[src/fr_isqrt.sv]
// ----------------------------------------------------------------------------
// fr_isqrt
// Pipelined integer square root, one root bit resolved per stage.
// ----------------------------------------------------------------------------
module fr_isqrt #(
  parameter int RW = 31,
  parameter int SW = 1
) (
  input  logic            clk_i,
  input  logic            rst_ni,
  input  logic            en_i,
  input  logic            valid_i,
  input  logic [2*RW-1:0] arg_i,
  input  logic [SW-1:0]   side_i,
  output logic            valid_o,
  output logic [RW-1:0]   root_o,
  output logic [SW-1:0]   side_o
);

  localparam int AW = 2 * RW;

  logic          v_q    [RW];
  logic [AW-1:0] rem_q  [RW];
  logic [RW-1:0] root_q [RW];
  logic [SW-1:0] side_q [RW];

  for (genvar i = 0; i < RW; i++) begin : g_stage
    localparam int K = RW - 1 - i;
    logic          v_in;
    logic [AW-1:0] rem_in;
    logic [AW-1:0] term;
    logic [RW-1:0] root_in;
    logic [SW-1:0] side_in;

    if (i == 0) begin : g_first
      assign v_in    = valid_i;
      assign rem_in  = arg_i;
      assign root_in = '0;
      assign side_in = side_i;
    end else begin : g_next
      assign v_in    = v_q[i-1];
      assign rem_in  = rem_q[i-1];
      assign root_in = root_q[i-1];
      assign side_in = side_q[i-1];
    end

    // (r + 2^k)^2 - r^2
    assign term = (AW'(root_in) << (K + 1)) + (AW'(1) << (2 * K));

    always_ff @(posedge clk_i or negedge rst_ni) begin
      if (!rst_ni) begin
        v_q[i] <= 1'b0;
      end else if (en_i) begin
        v_q[i] <= v_in;
      end
    end

    // Keep the bit when the remainder covers the trial term
    always_ff @(posedge clk_i) begin
      if (en_i) begin
        if (rem_in >= term) begin
          rem_q[i]  <= rem_in - term;
          root_q[i] <= root_in | (RW'(1) << K);
        end else begin
          rem_q[i]  <= rem_in;
          root_q[i] <= root_in;
        end
        side_q[i] <= side_in;
      end
    end
  end

  assign valid_o = v_q[RW-1];
  assign root_o  = root_q[RW-1];
  assign side_o  = side_q[RW-1];

endmodule

[config.mk]
export PLATFORM = sky130hd
export DESIGN_NAME = fr_isqrt
export DESIGN_NICKNAME = d
export VERILOG_FILES = /design/src/fr_isqrt.sv
export SDC_FILE = /design/constraint.sdc
export NUM_CORES = 2
export LEC_CHECK = 0
export ABC_CLOCK_PERIOD_IN_PS = 6200
export BUFFER_PORTS_ARGS = -buffer_cell sky130_fd_sc_hd__buf_2
export CAP_MARGIN = 10
export CORE_ASPECT_RATIO = 0.7
export CORE_MARGIN = 4
export CORE_UTILIZATION = 65
export DETAILED_ROUTE_END_ITERATION = 16
export PLACE_DENSITY = 0.8
export SLEW_MARGIN = 20
export SYNTH_ARGS = -nofsm -noshare
export SYNTH_HDL_FRONTEND = slang
export SYNTH_SLANG_ARGS = --single-unit
[constraint.sdc]
create_clock -name clk_i -period 6.2 [get_ports clk_i]
set_clock_uncertainty 0.1 [all_clocks]
set_input_delay 0.31 -clock clk_i [delete_from_list [all_inputs] [get_ports clk_i]]
set_output_delay 0.31 -clock clk_i [all_outputs]
set_load 0.03 [all_outputs]
==> metrics.txt <==
area of the core region=176,900 um2; Worst R2R Path Depth=12; pin count of the biggest net entering global routing=206; Hold WS=0.08024 ns; Seq/Total Area, Yosys=0.6256; leading cell type in the layout, fill and taps excluded=edfxtp_1; top library cells by usage in the layout, fill and taps aside=edfxtp_1 (2,387), nand2_1 (721), inv_1 (634), nor2_1 (535), ha_1 (525); Max IR drop VDD=335.7 uV; Starting Density=0.6547; reg-to-reg critical path startpoint=root_q[1][184]$_DFFE_PP_; cell-by-cell trace of the critical path=inv_1 > ha_1 > and2_0 > nand4_1 > nor4_1 > or4b_1 > a41oi_2 > or4b_4 > or4_1 > or3_1 > nor4_4 > xor2_1; Final TNS setup=0 ns; sink count of the clock tree=2,418; minimum setup slack among reg-to-reg paths=1.14 ns; TritonCTS buffer count=224; CP max stage cell=nor4_1; number of warnings reported in the yosys synthesis log=0; hold crit path type=input port to register; number of pins with negative max-slew slack in the final report=0; required arrival time at the worst endpoint=6.70 ns; share of flip-flops with an asynchronous set or reset after synthesis=0.01282; relative contribution of the clock network to total power=0.306; worst setup path category=register to register; detailed-route wire length per cell=26.11 um; number of antenna violations at the first check in global routing=6; netlist area before placement=115,800 um2; first element of the critical path=root_q[1][184]$_DFFE_PP_; die boundary height=361.2 um; pwr/cell area=367.7 nW/um2; HP Start=arg_i[51]; dominant register cell in the synthesized netlist=edfxtp_1; Vias per Instance=6.530; # port buffers=99; Syn Nets=9,842; DP Wirelength=229,500 um; Least-Margin Pin Slew=1.219 ns; area of the die=185,100 um2; CP delay by family, top=simple AND/OR/NAND/NOR gates; global placement routability congestion=0.9904; TritonCTS clock tree=yes; capture point of the worst reg-to-reg path=rem_q[1][429]$_DFFE_PP_; layout cells sized above 1=0.07131; distinct cell type count of the synthesized netlist=99; count of flip-flops with a built-in enable after synthesis=2,387; floorplan row count=129; clock root buffer=clkbuf_16; Area Growth Syn to Fin=9.879%; cell taking the most area after synthesis=edfxtp_1; vias after detailed routing=78,420; net switching power figure=14.19 mW; number of nets at the end of the flow=10,060; cell internal pwr=32.60 mW; combinational share of power=0.210; share of total power consumed by net switching=0.3033; global-route usage over all layers=0.3331; Worst Hold End=rem_q[0][51]$_DFFE_PP_; Die Wd=512.5 um; endpoint class of the critical path=register; count of H-tree levels built during CTS=4; number of iterations in the first detailed-routing pass=6; final worst path period need=5.062 ns; type of element launching the critical path=register; Final Cycle Share=0.8164; run status=complete, no violations; number of storage elements in the synthesis netlist=2,418; Arrival @ worst endpoint=5.56 ns; setup slack after placement=1.343 ns; drt initial violations=11,550; Gate Count Post-Synth=9,250; global route overflow=0; sequential share of power=0.483; Max FO, Critical Path=7; Slew Limit Headroom=0.1876; Max Root-Sink Buffers=4; Clk Latency, worst-skew pair=0.87 ns; Post-Syn Area per Cell=12.52 um2; final WL=313,500 um; number of violations of the max-capacitance limit=0; sum of buffers and inverters on the critical path=1; hold violation total from the final report=0; PnR worst setup slack=1.138 ns; top cell type's share of synthesized area=0.6189; antenna viol nets, final=0; Final Setup Violations=0; RSZ-0062 raised after global routing=false; hold_buf cts=69; wire length of the first global-routing pass=464,800 um; top-level port count=100; leakage=47.70 nW; final routed DRC violation total=0; Fmax=0.1976 GHz; Clock Pin Slew Worst Setup and Hold Paths=0.07 ns; # resized after CTS=0; number of global-route vias before repair=72,940; setup repair bufs after CTS=0; crit-path max cell delay=0.90 ns; worst hold path depth=2; top cells by area, synth=edfxtp_1 (62%), ha_1 (5.7%), xor2_1 (3.3%)
## registers in the layout (all words and copies together) (netlist names)
| name | flops |
|---|---|
| root_q | 496 |
| rem_q | 1860 |
| g_stage.v_in | 30 |
| side_q | 31 |
| valid_o | 1 |
## through the flow
stage                       util  cells  total power, mW  cell area (um2)
after floorplan                -   9250            28.77           115800
after global placement    0.6727  11530            32.03           119000
after detailed placement  0.6728  11530            32.21           119000
after CTS                 0.7192  12010            46.51           127200
after global routing      0.7194  12010            48.63           127300
final                     0.7194  12010            46.79           127300
## worst register-to-register path, delay by kind of cell, from the launching register on
| family | cells | cell delay, ns |
|---|---|---|
| xor gates and xnor gates | 1 | 0.10 |
| DFF | 1 | 0.50 |
| adders and majority gates | 1 | 0.39 |
| buffers and inverters | 1 | 0.09 |
| AOI/OAI and AO/OA | 1 | 0.04 |
| and+or+nand+nor | 8 | 3.57 |
## power groups by stage
stage                     Combinational [mW]  Clock [mW]  Sequential, mW
after floorplan                         6.90           0            21.9
after global placement                  9.30           0            22.7
after detailed placement                9.43           0            22.8
after CTS                               9.58        14.4            22.5
after global routing                    10.7        15.2            22.7
final                                   9.84        14.3            22.6
## cell usage after synthesis (30+ instances only)
library cell / instances
o31ai_1: 40
o21ai_0: 511
nand3_1: 147
a21o_1: 224
and2_1: 30
nor3_1: 256
nand4_1: 157
o21bai_1: 37
nor4_1: 340
nand2_1: 721
or2_2: 47
xor2_1: 430
inv_1: 634
a31oi_1: 46
or3_1: 99
o21a_1: 109
edfxtp_1: 2387
or4_1: 74
dfrtp_1: 31
ha_1: 525
xnor2_1: 397
a21oi_1: 456
nor2b_1: 66
nor2_1: 536
nor4b_1: 46
a211oi_1: 51
nand2b_1: 110
o211ai_1: 31
and3_1: 32
mux2_2: 81
clkbuf_1: 205
## routing by layer
metal  routed length [um]  part of all wire  vias to the layer above  global-route usage
li1                     -                 -                    35020                   -
met1               141200              0.45                    37980              0.5438
met2               121000              0.39                     4891              0.4355
met3                43780              0.14                      533              0.1007
met4                 7427             0.024                        4             0.07394
met5                   23          0.000073                        -                   0
## worst max path at each step
stage / to / slack [ns] / depth (start not counted)
6_report: rem_q[1][429]$_DFFE_PP_ / 1.14 / 12
5_1_grt: rem_q[1][55]$_DFFE_PP_ / 0.86 / 13
4_1_cts: rem_q[1][429]$_DFFE_PP_ / 1.31 / 12
3_5_place_dp: rem_q[1][429]$_DFFE_PP_ / 1.34 / 12
3_3_place_gp: rem_q[1][51]$_DFFE_PP_ / 1.41 / 12
2_1_floorplan: rem_q[1][496]$_DFFE_PP_ / 1.86 / 5
## kinds of logic (layout without fill, tap and decap cells)
logic type,after synthesis,count (layout),synth area share
mux,96,96,0.009301
compound gates,1706,1706,0.09141
simple gates,2811,2811,0.1260
xor+xnor,827,827,0.06254
other cells,0,3,0
buf+inv,867,1265,0.02841
fa+ha+maj,525,525,0.05672
flops,2418,2418,0.6256
## final cells by class
type / instances / area, um2
Timing Repair Buffer: 224 / 1755
Inverter: 637 / 2391
Fill cell: 11670 / 49640
Tap cell: 2358 / 2950
Antenna cell: 3 / 7.507
Clock buffer: 270 / 6021
Multi-Input combinational cell: 5965 / 40190
Sequential cell: 2418 / 72450
Clock inverter: 134 / 1496
Power figures use the tool's default switching activity.
