$ cat config.mk
export PLATFORM = sky130hd
export DESIGN_NAME = fr_dot
export DESIGN_NICKNAME = d
export VERILOG_FILES = /design/src/fr_pkg.sv /design/src/fr_dot.sv
export SDC_FILE = /design/constraint.sdc
export NUM_CORES = 2
export LEC_CHECK = 0
export ABC_CLOCK_PERIOD_IN_PS = 4900
export BUFFER_PORTS_ARGS = -buffer_cell sky130_fd_sc_hd__buf_2
export CELL_PAD_IN_SITES_DETAIL_PLACEMENT = 1
export CELL_PAD_IN_SITES_GLOBAL_PLACEMENT = 2
export CORE_MARGIN = 3
export CORE_UTILIZATION = 39
export CTS_BUF_LIST = sky130_fd_sc_hd__clkbuf_4
export DETAILED_ROUTE_END_ITERATION = 6
export GPL_TIMING_DRIVEN = 0
export PLACE_DENSITY = 0.87
export SYNTH_ARGS = -nofsm -noshare
export SYNTH_HDL_FRONTEND = slang
export SYNTH_SLANG_ARGS = --single-unit
export TNS_END_PERCENT = 100
$ cat constraint.sdc
create_clock -name clk_i -period 4.9 [get_ports clk_i]
set_clock_uncertainty 0.2 [all_clocks]
set_input_delay 0.245 -clock clk_i [delete_from_list [all_inputs] [get_ports clk_i]]
set_output_delay 0.245 -clock clk_i [all_outputs]
set_load 0.03 [all_outputs]
$ cat src/fr_pkg.sv
// ----------------------------------------------------------------------------
// fr_pkg
// Shared types and fixed-point constants of the Fresnel reflectance pipeline.
// ----------------------------------------------------------------------------
package fr_pkg;

  localparam int IDX_W   = 14;               // Q2.12 refraction index
  localparam int ROOT_W  = 31;               // Q30 cosine and sine, value up to 1.0
  localparam int FRAC_W  = 30;               // Q30 fraction bits
  localparam int ARG_W   = 2 * ROOT_W;       // Q60 square-root argument
  localparam int PROD_W  = IDX_W + ROOT_W;   // index times Q30 value
  localparam int DEN_W   = PROD_W + 1;       // sum of two such products
  localparam int KR_W    = 16;

  localparam logic [IDX_W-1:0]  IDX_ONE = 14'd4096;
  localparam logic [ROOT_W-1:0] Q30_ONE = 31'h4000_0000;
  localparam logic [ARG_W-1:0]  Q60_ONE = 62'h1000_0000_0000_0000;
  localparam logic [KR_W-1:0]   KR_ONE  = 16'h8000;

  typedef struct packed {
    logic signed [15:0] dir_x;
    logic signed [15:0] dir_y;
    logic signed [15:0] dir_z;
    logic signed [15:0] norm_x;
    logic signed [15:0] norm_y;
    logic signed [15:0] norm_z;
    logic [IDX_W-1:0]   refr_index;
  } in_t;

  typedef struct packed {
    logic [KR_W-1:0] reflectance;
    logic            total_internal;
  } out_t;

  // Geometry of one item after the dot product stage
  typedef struct packed {
    logic [ROOT_W-1:0] ci;
    logic              leaving;
    logic [IDX_W-1:0]  n;
  } front_t;

endpackage

$ cat src/fr_dot.sv
// ----------------------------------------------------------------------------
// fr_dot
// Dot product of direction and normal, side decision and Q30 cosine.
// ----------------------------------------------------------------------------
module fr_dot import fr_pkg::*; #(
  parameter int VEC_FRAC_BITS = 14
) (
  input  logic   clk_i,
  input  logic   rst_ni,
  input  logic   en_i,
  input  logic   valid_i,
  input  in_t    item_i,
  output logic   valid_o,
  output front_t front_o
);

  localparam int FB2 = 2 * VEC_FRAC_BITS;
  localparam int SHR = (FB2 >= FRAC_W) ? FB2 - FRAC_W : 0;
  localparam int SHL = (FB2 <  FRAC_W) ? FRAC_W - FB2 : 0;
  localparam logic [60:0] ONE2 = 61'(1) << FB2;

  logic               v1_q;
  logic signed [31:0] p0_q, p1_q, p2_q;
  logic [IDX_W-1:0]   n1_q;
  logic               v2_q;
  front_t             f2_q;

  logic signed [33:0] sum;
  logic [32:0]        mag;
  logic [60:0]        mag_w;
  logic [60:0]        mag_c;
  logic [60:0]        ci_w;

  always_ff @(posedge clk_i or negedge rst_ni) begin
    if (!rst_ni) begin
      v1_q <= 1'b0;
      v2_q <= 1'b0;
    end else if (en_i) begin
      v1_q <= valid_i;
      v2_q <= v1_q;
    end
  end

  // Register the three products
  always_ff @(posedge clk_i) begin
    if (en_i) begin
      p0_q <= 32'(item_i.dir_x) * 32'(item_i.norm_x);
      p1_q <= 32'(item_i.dir_y) * 32'(item_i.norm_y);
      p2_q <= 32'(item_i.dir_z) * 32'(item_i.norm_z);
      n1_q <= item_i.refr_index;
    end
  end

  // Sum, take the magnitude, clamp to 1.0 and align to Q30
  assign sum   = 34'(p0_q) + 34'(p1_q) + 34'(p2_q);
  assign mag   = sum[33] ? 33'(-sum) : 33'(sum);
  assign mag_w = 61'(mag);
  assign mag_c = (mag_w > ONE2) ? ONE2 : mag_w;
  assign ci_w  = (mag_c >> SHR) << SHL;

  always_ff @(posedge clk_i) begin
    if (en_i) begin
      f2_q.ci      <= ci_w[ROOT_W-1:0];
      f2_q.leaving <= ~sum[33] && (sum != '0);
      f2_q.n       <= n1_q;
    end
  end

  assign valid_o = v2_q;
  assign front_o = f2_q;

endmodule

==> reports/results.ini <==
[clock_tree]
cts_sinks = 156
cts_root_buf = clkbuf_4
clock_path_buffers = 2
clk_pin_slew_worst_paths_ps = 150
cts_buffers = 17
cts_tree = yes
h-tree-depth = 4
clock_latency_ps = 670

[global_routing]
antenna_found_initial = 4
grt-ovfl-total = 0
track_usage_pct = 23.3
grt_max_degree = 82
grt_first_pass_wirelength_mm = 185
grt_pass1_vias = 33189

[drt]
vias_per_cell = 5.20
wl_met1_mm = 49.0
vias = 29349
wl_per_cell_um = 21.2
wl_met3_mm = 5.72
ant_nets = 0
highest_layer = met4
drtPass1Iterations = 5
drt_iter0_markers = 1698
routed_wl_mm = 119
wl_met2_mm = 61.2
drc = 0

[yosys]
yosysWarningCount = 0
synth_area_per_cell_um2 = 9.72
synth-main-ff-cell = edfxtp_1
syn-instance-count = 3933
seq_area_frac_synth_pct = 12.2
synth_edf_count = 154
yosysTopAreaCellShare_pct = 42.9
ys_top_cells_by_area = fa_1, edfxtp_1, ha_1
netlist_area_mm2 = 0.0382
yosys.area.top_type = fa_1
synthMostInstantiatedCell = inv_1
synthArstFlopShare_pct = 1.28
synth_seq_cells = 156
synth_common_cells = inv_1, fa_1, nand2_1, and2_1, ha_1
synth_cell_types = 83

[floorplanning]
dieHeight_um = 319
core_area_mm2 = 0.0970
core.rowCount = 114
start_util_pct = 39.4
die-area_mm2 = 0.102
io_pins = 161
die-width_um = 319

[sta]
period_share_pct = 127
slew_headroom_pct = 50.5
timing.fmax_ghz = 0.161
grt_setup_unrepaired = true
slew_violations = 0
hold_viol = 0
worst_pin_slew_ps = 743
period_minus_slack_ps = 6230
setup_viol = 74
setup_slack_ps = -1330
holdWs_ps = 55.1

[placement]
port_buffers = 158
place_hpwl_mm = 93.1
gp_congestion = 0.913
placed_area_mm2 = 0.0413

[cells_and_area]
syn2layout_area_growth_pct = 23.8
nets = 5565
fin_area_mm2 = 0.0473
drive_gt1_share_pct = 20.9

[flow_run]
maxCapViolCount = 0

[min_path]
hold_class = in -> reg

[critical_path]
worstPathRequired_ps = 5130
endpoint_kind = register
critPathKind = in -> reg
setup.worst_path.start_class = input pin
crit_fanout = 10
critPathArrivalTime_ps = 6460

[status]
failed_checks = negative setup slack
outcome = complete, but fails checks

## registers in the layout, indices dropped and copies added (netlist names)
name,count
p1_q,32
p2_q,32
p0_q,32
front_o,44
v1_q,1
n1_q,14
valid_o,1
## cell usage in the layout, fill, tap and decap left out, drive strengths merged, types with 37 or more instances in the layout
master | netlist | routed
inv | 864 | 871
and2 | 378 | 378
xnor2 | 124 | 124
xor2 | 37 | 37
nor2 | 125 | 125
fa | 819 | 819
nand2 | 426 | 426
buf | 12 | 407
nand3 | 37 | 37
ha | 279 | 279
clkbuf | 121 | 117
o21ai | 75 | 75
a21oi | 92 | 92
edfxtp | 154 | 154
## per-layer routing
metal,up-vias,GRT usage [%]
met5,-,0
met4,0,6.55
met3,188,3.04
met2,770,41.1
met1,15453,30.0
li1,12938,-
## path summary, 6_finish.rpt
kind / cells after the start / slack, ps / endpoint / start
min reg2reg: 0 / 240 / front_o[4] / n1_q[4]
min in group asynchronous: 3 / 240 / valid_o / rst_ni
min: 4 / 60 / p1_q[1] / item_i[31]
max: 25 / -1330 / p2_q[30] / item_i[70]
max reg2reg: 18 / -640 / front_o[36] / p2_q[1]
max in group asynchronous: 3 / 4140 / v1_q / rst_ni
## cell type report
type	instances	area, um^2
multi-input combinational	2781	32100
inverter	864	3250
sequential	156	4670
fill	10723	49700
antenna	3	7.51
buffer	128	1840
timing repair buffer	405	3460
clock inverter	15	224
clock buffer	17	128
tap	1276	1600
## kinds of logic after synthesis
| kind of cell | count (synthesis) | share of synthesized area [%] |
|---|---|---|
| AO/OA/AOI/OAI | 361 | 6.32 |
| XOR/XNOR | 161 | 3.69 |
| adder cells (fa/ha/maj) | 1098 | 52.0 |
| buffers and inverters | 997 | 9.87 |
| flip-flops | 156 | 12.2 |
| multiplexers | 8 | 0.219 |
| other | 1 | 0.00981 |
| AND/OR/NAND/NOR | 1151 | 15.6 |
## timing repair
action,4_1_cts,5_1_grt
gates resized for setup,571,256
setup endpoints to repair,85,78
pin swaps,180,145
hold buffers,26,0
cloned,6,2
hold endpoints to repair,98,0
setup buffers,149,67
## through the flow
stage / cells / TNS (ps) / setup slack (ps) / util, %
floorplan: 3934 / -36310 / -1570 / -
global placement: 5368 / -129460 / -2590 / 42.6
detailed placement: 5369 / -134710 / -2680 / 42.6
CTS: 5578 / -41050 / -1300 / 47.2
global route: 5645 / -58070 / -1380 / 48.8
finish: 5645 / -45780 / -1330 / 48.8
## critical path: stages
cell and delay [ps]:
buf_4 170, buf_8 170, nand2_1 90, fa_1 610
fa_2 440, inv_1 80, ha_1 140, inv_1 50
fa_1 490, inv_1 70, fa_1 560, fa_1 460
ha_4 260, and2_1 150, o21ai_2 100, inv_1 40
a41o_1 240, o41ai_4 350, o21ai_2 110, o41a_1 400
a41o_1 280, or4_4 440, a31o_4 250, a21oi_4 140
xnor2_2 110
Power is left out: the tool's default activity adds up to more than one toggle a clock period on the data nets, which glitch-free logic cannot reach.
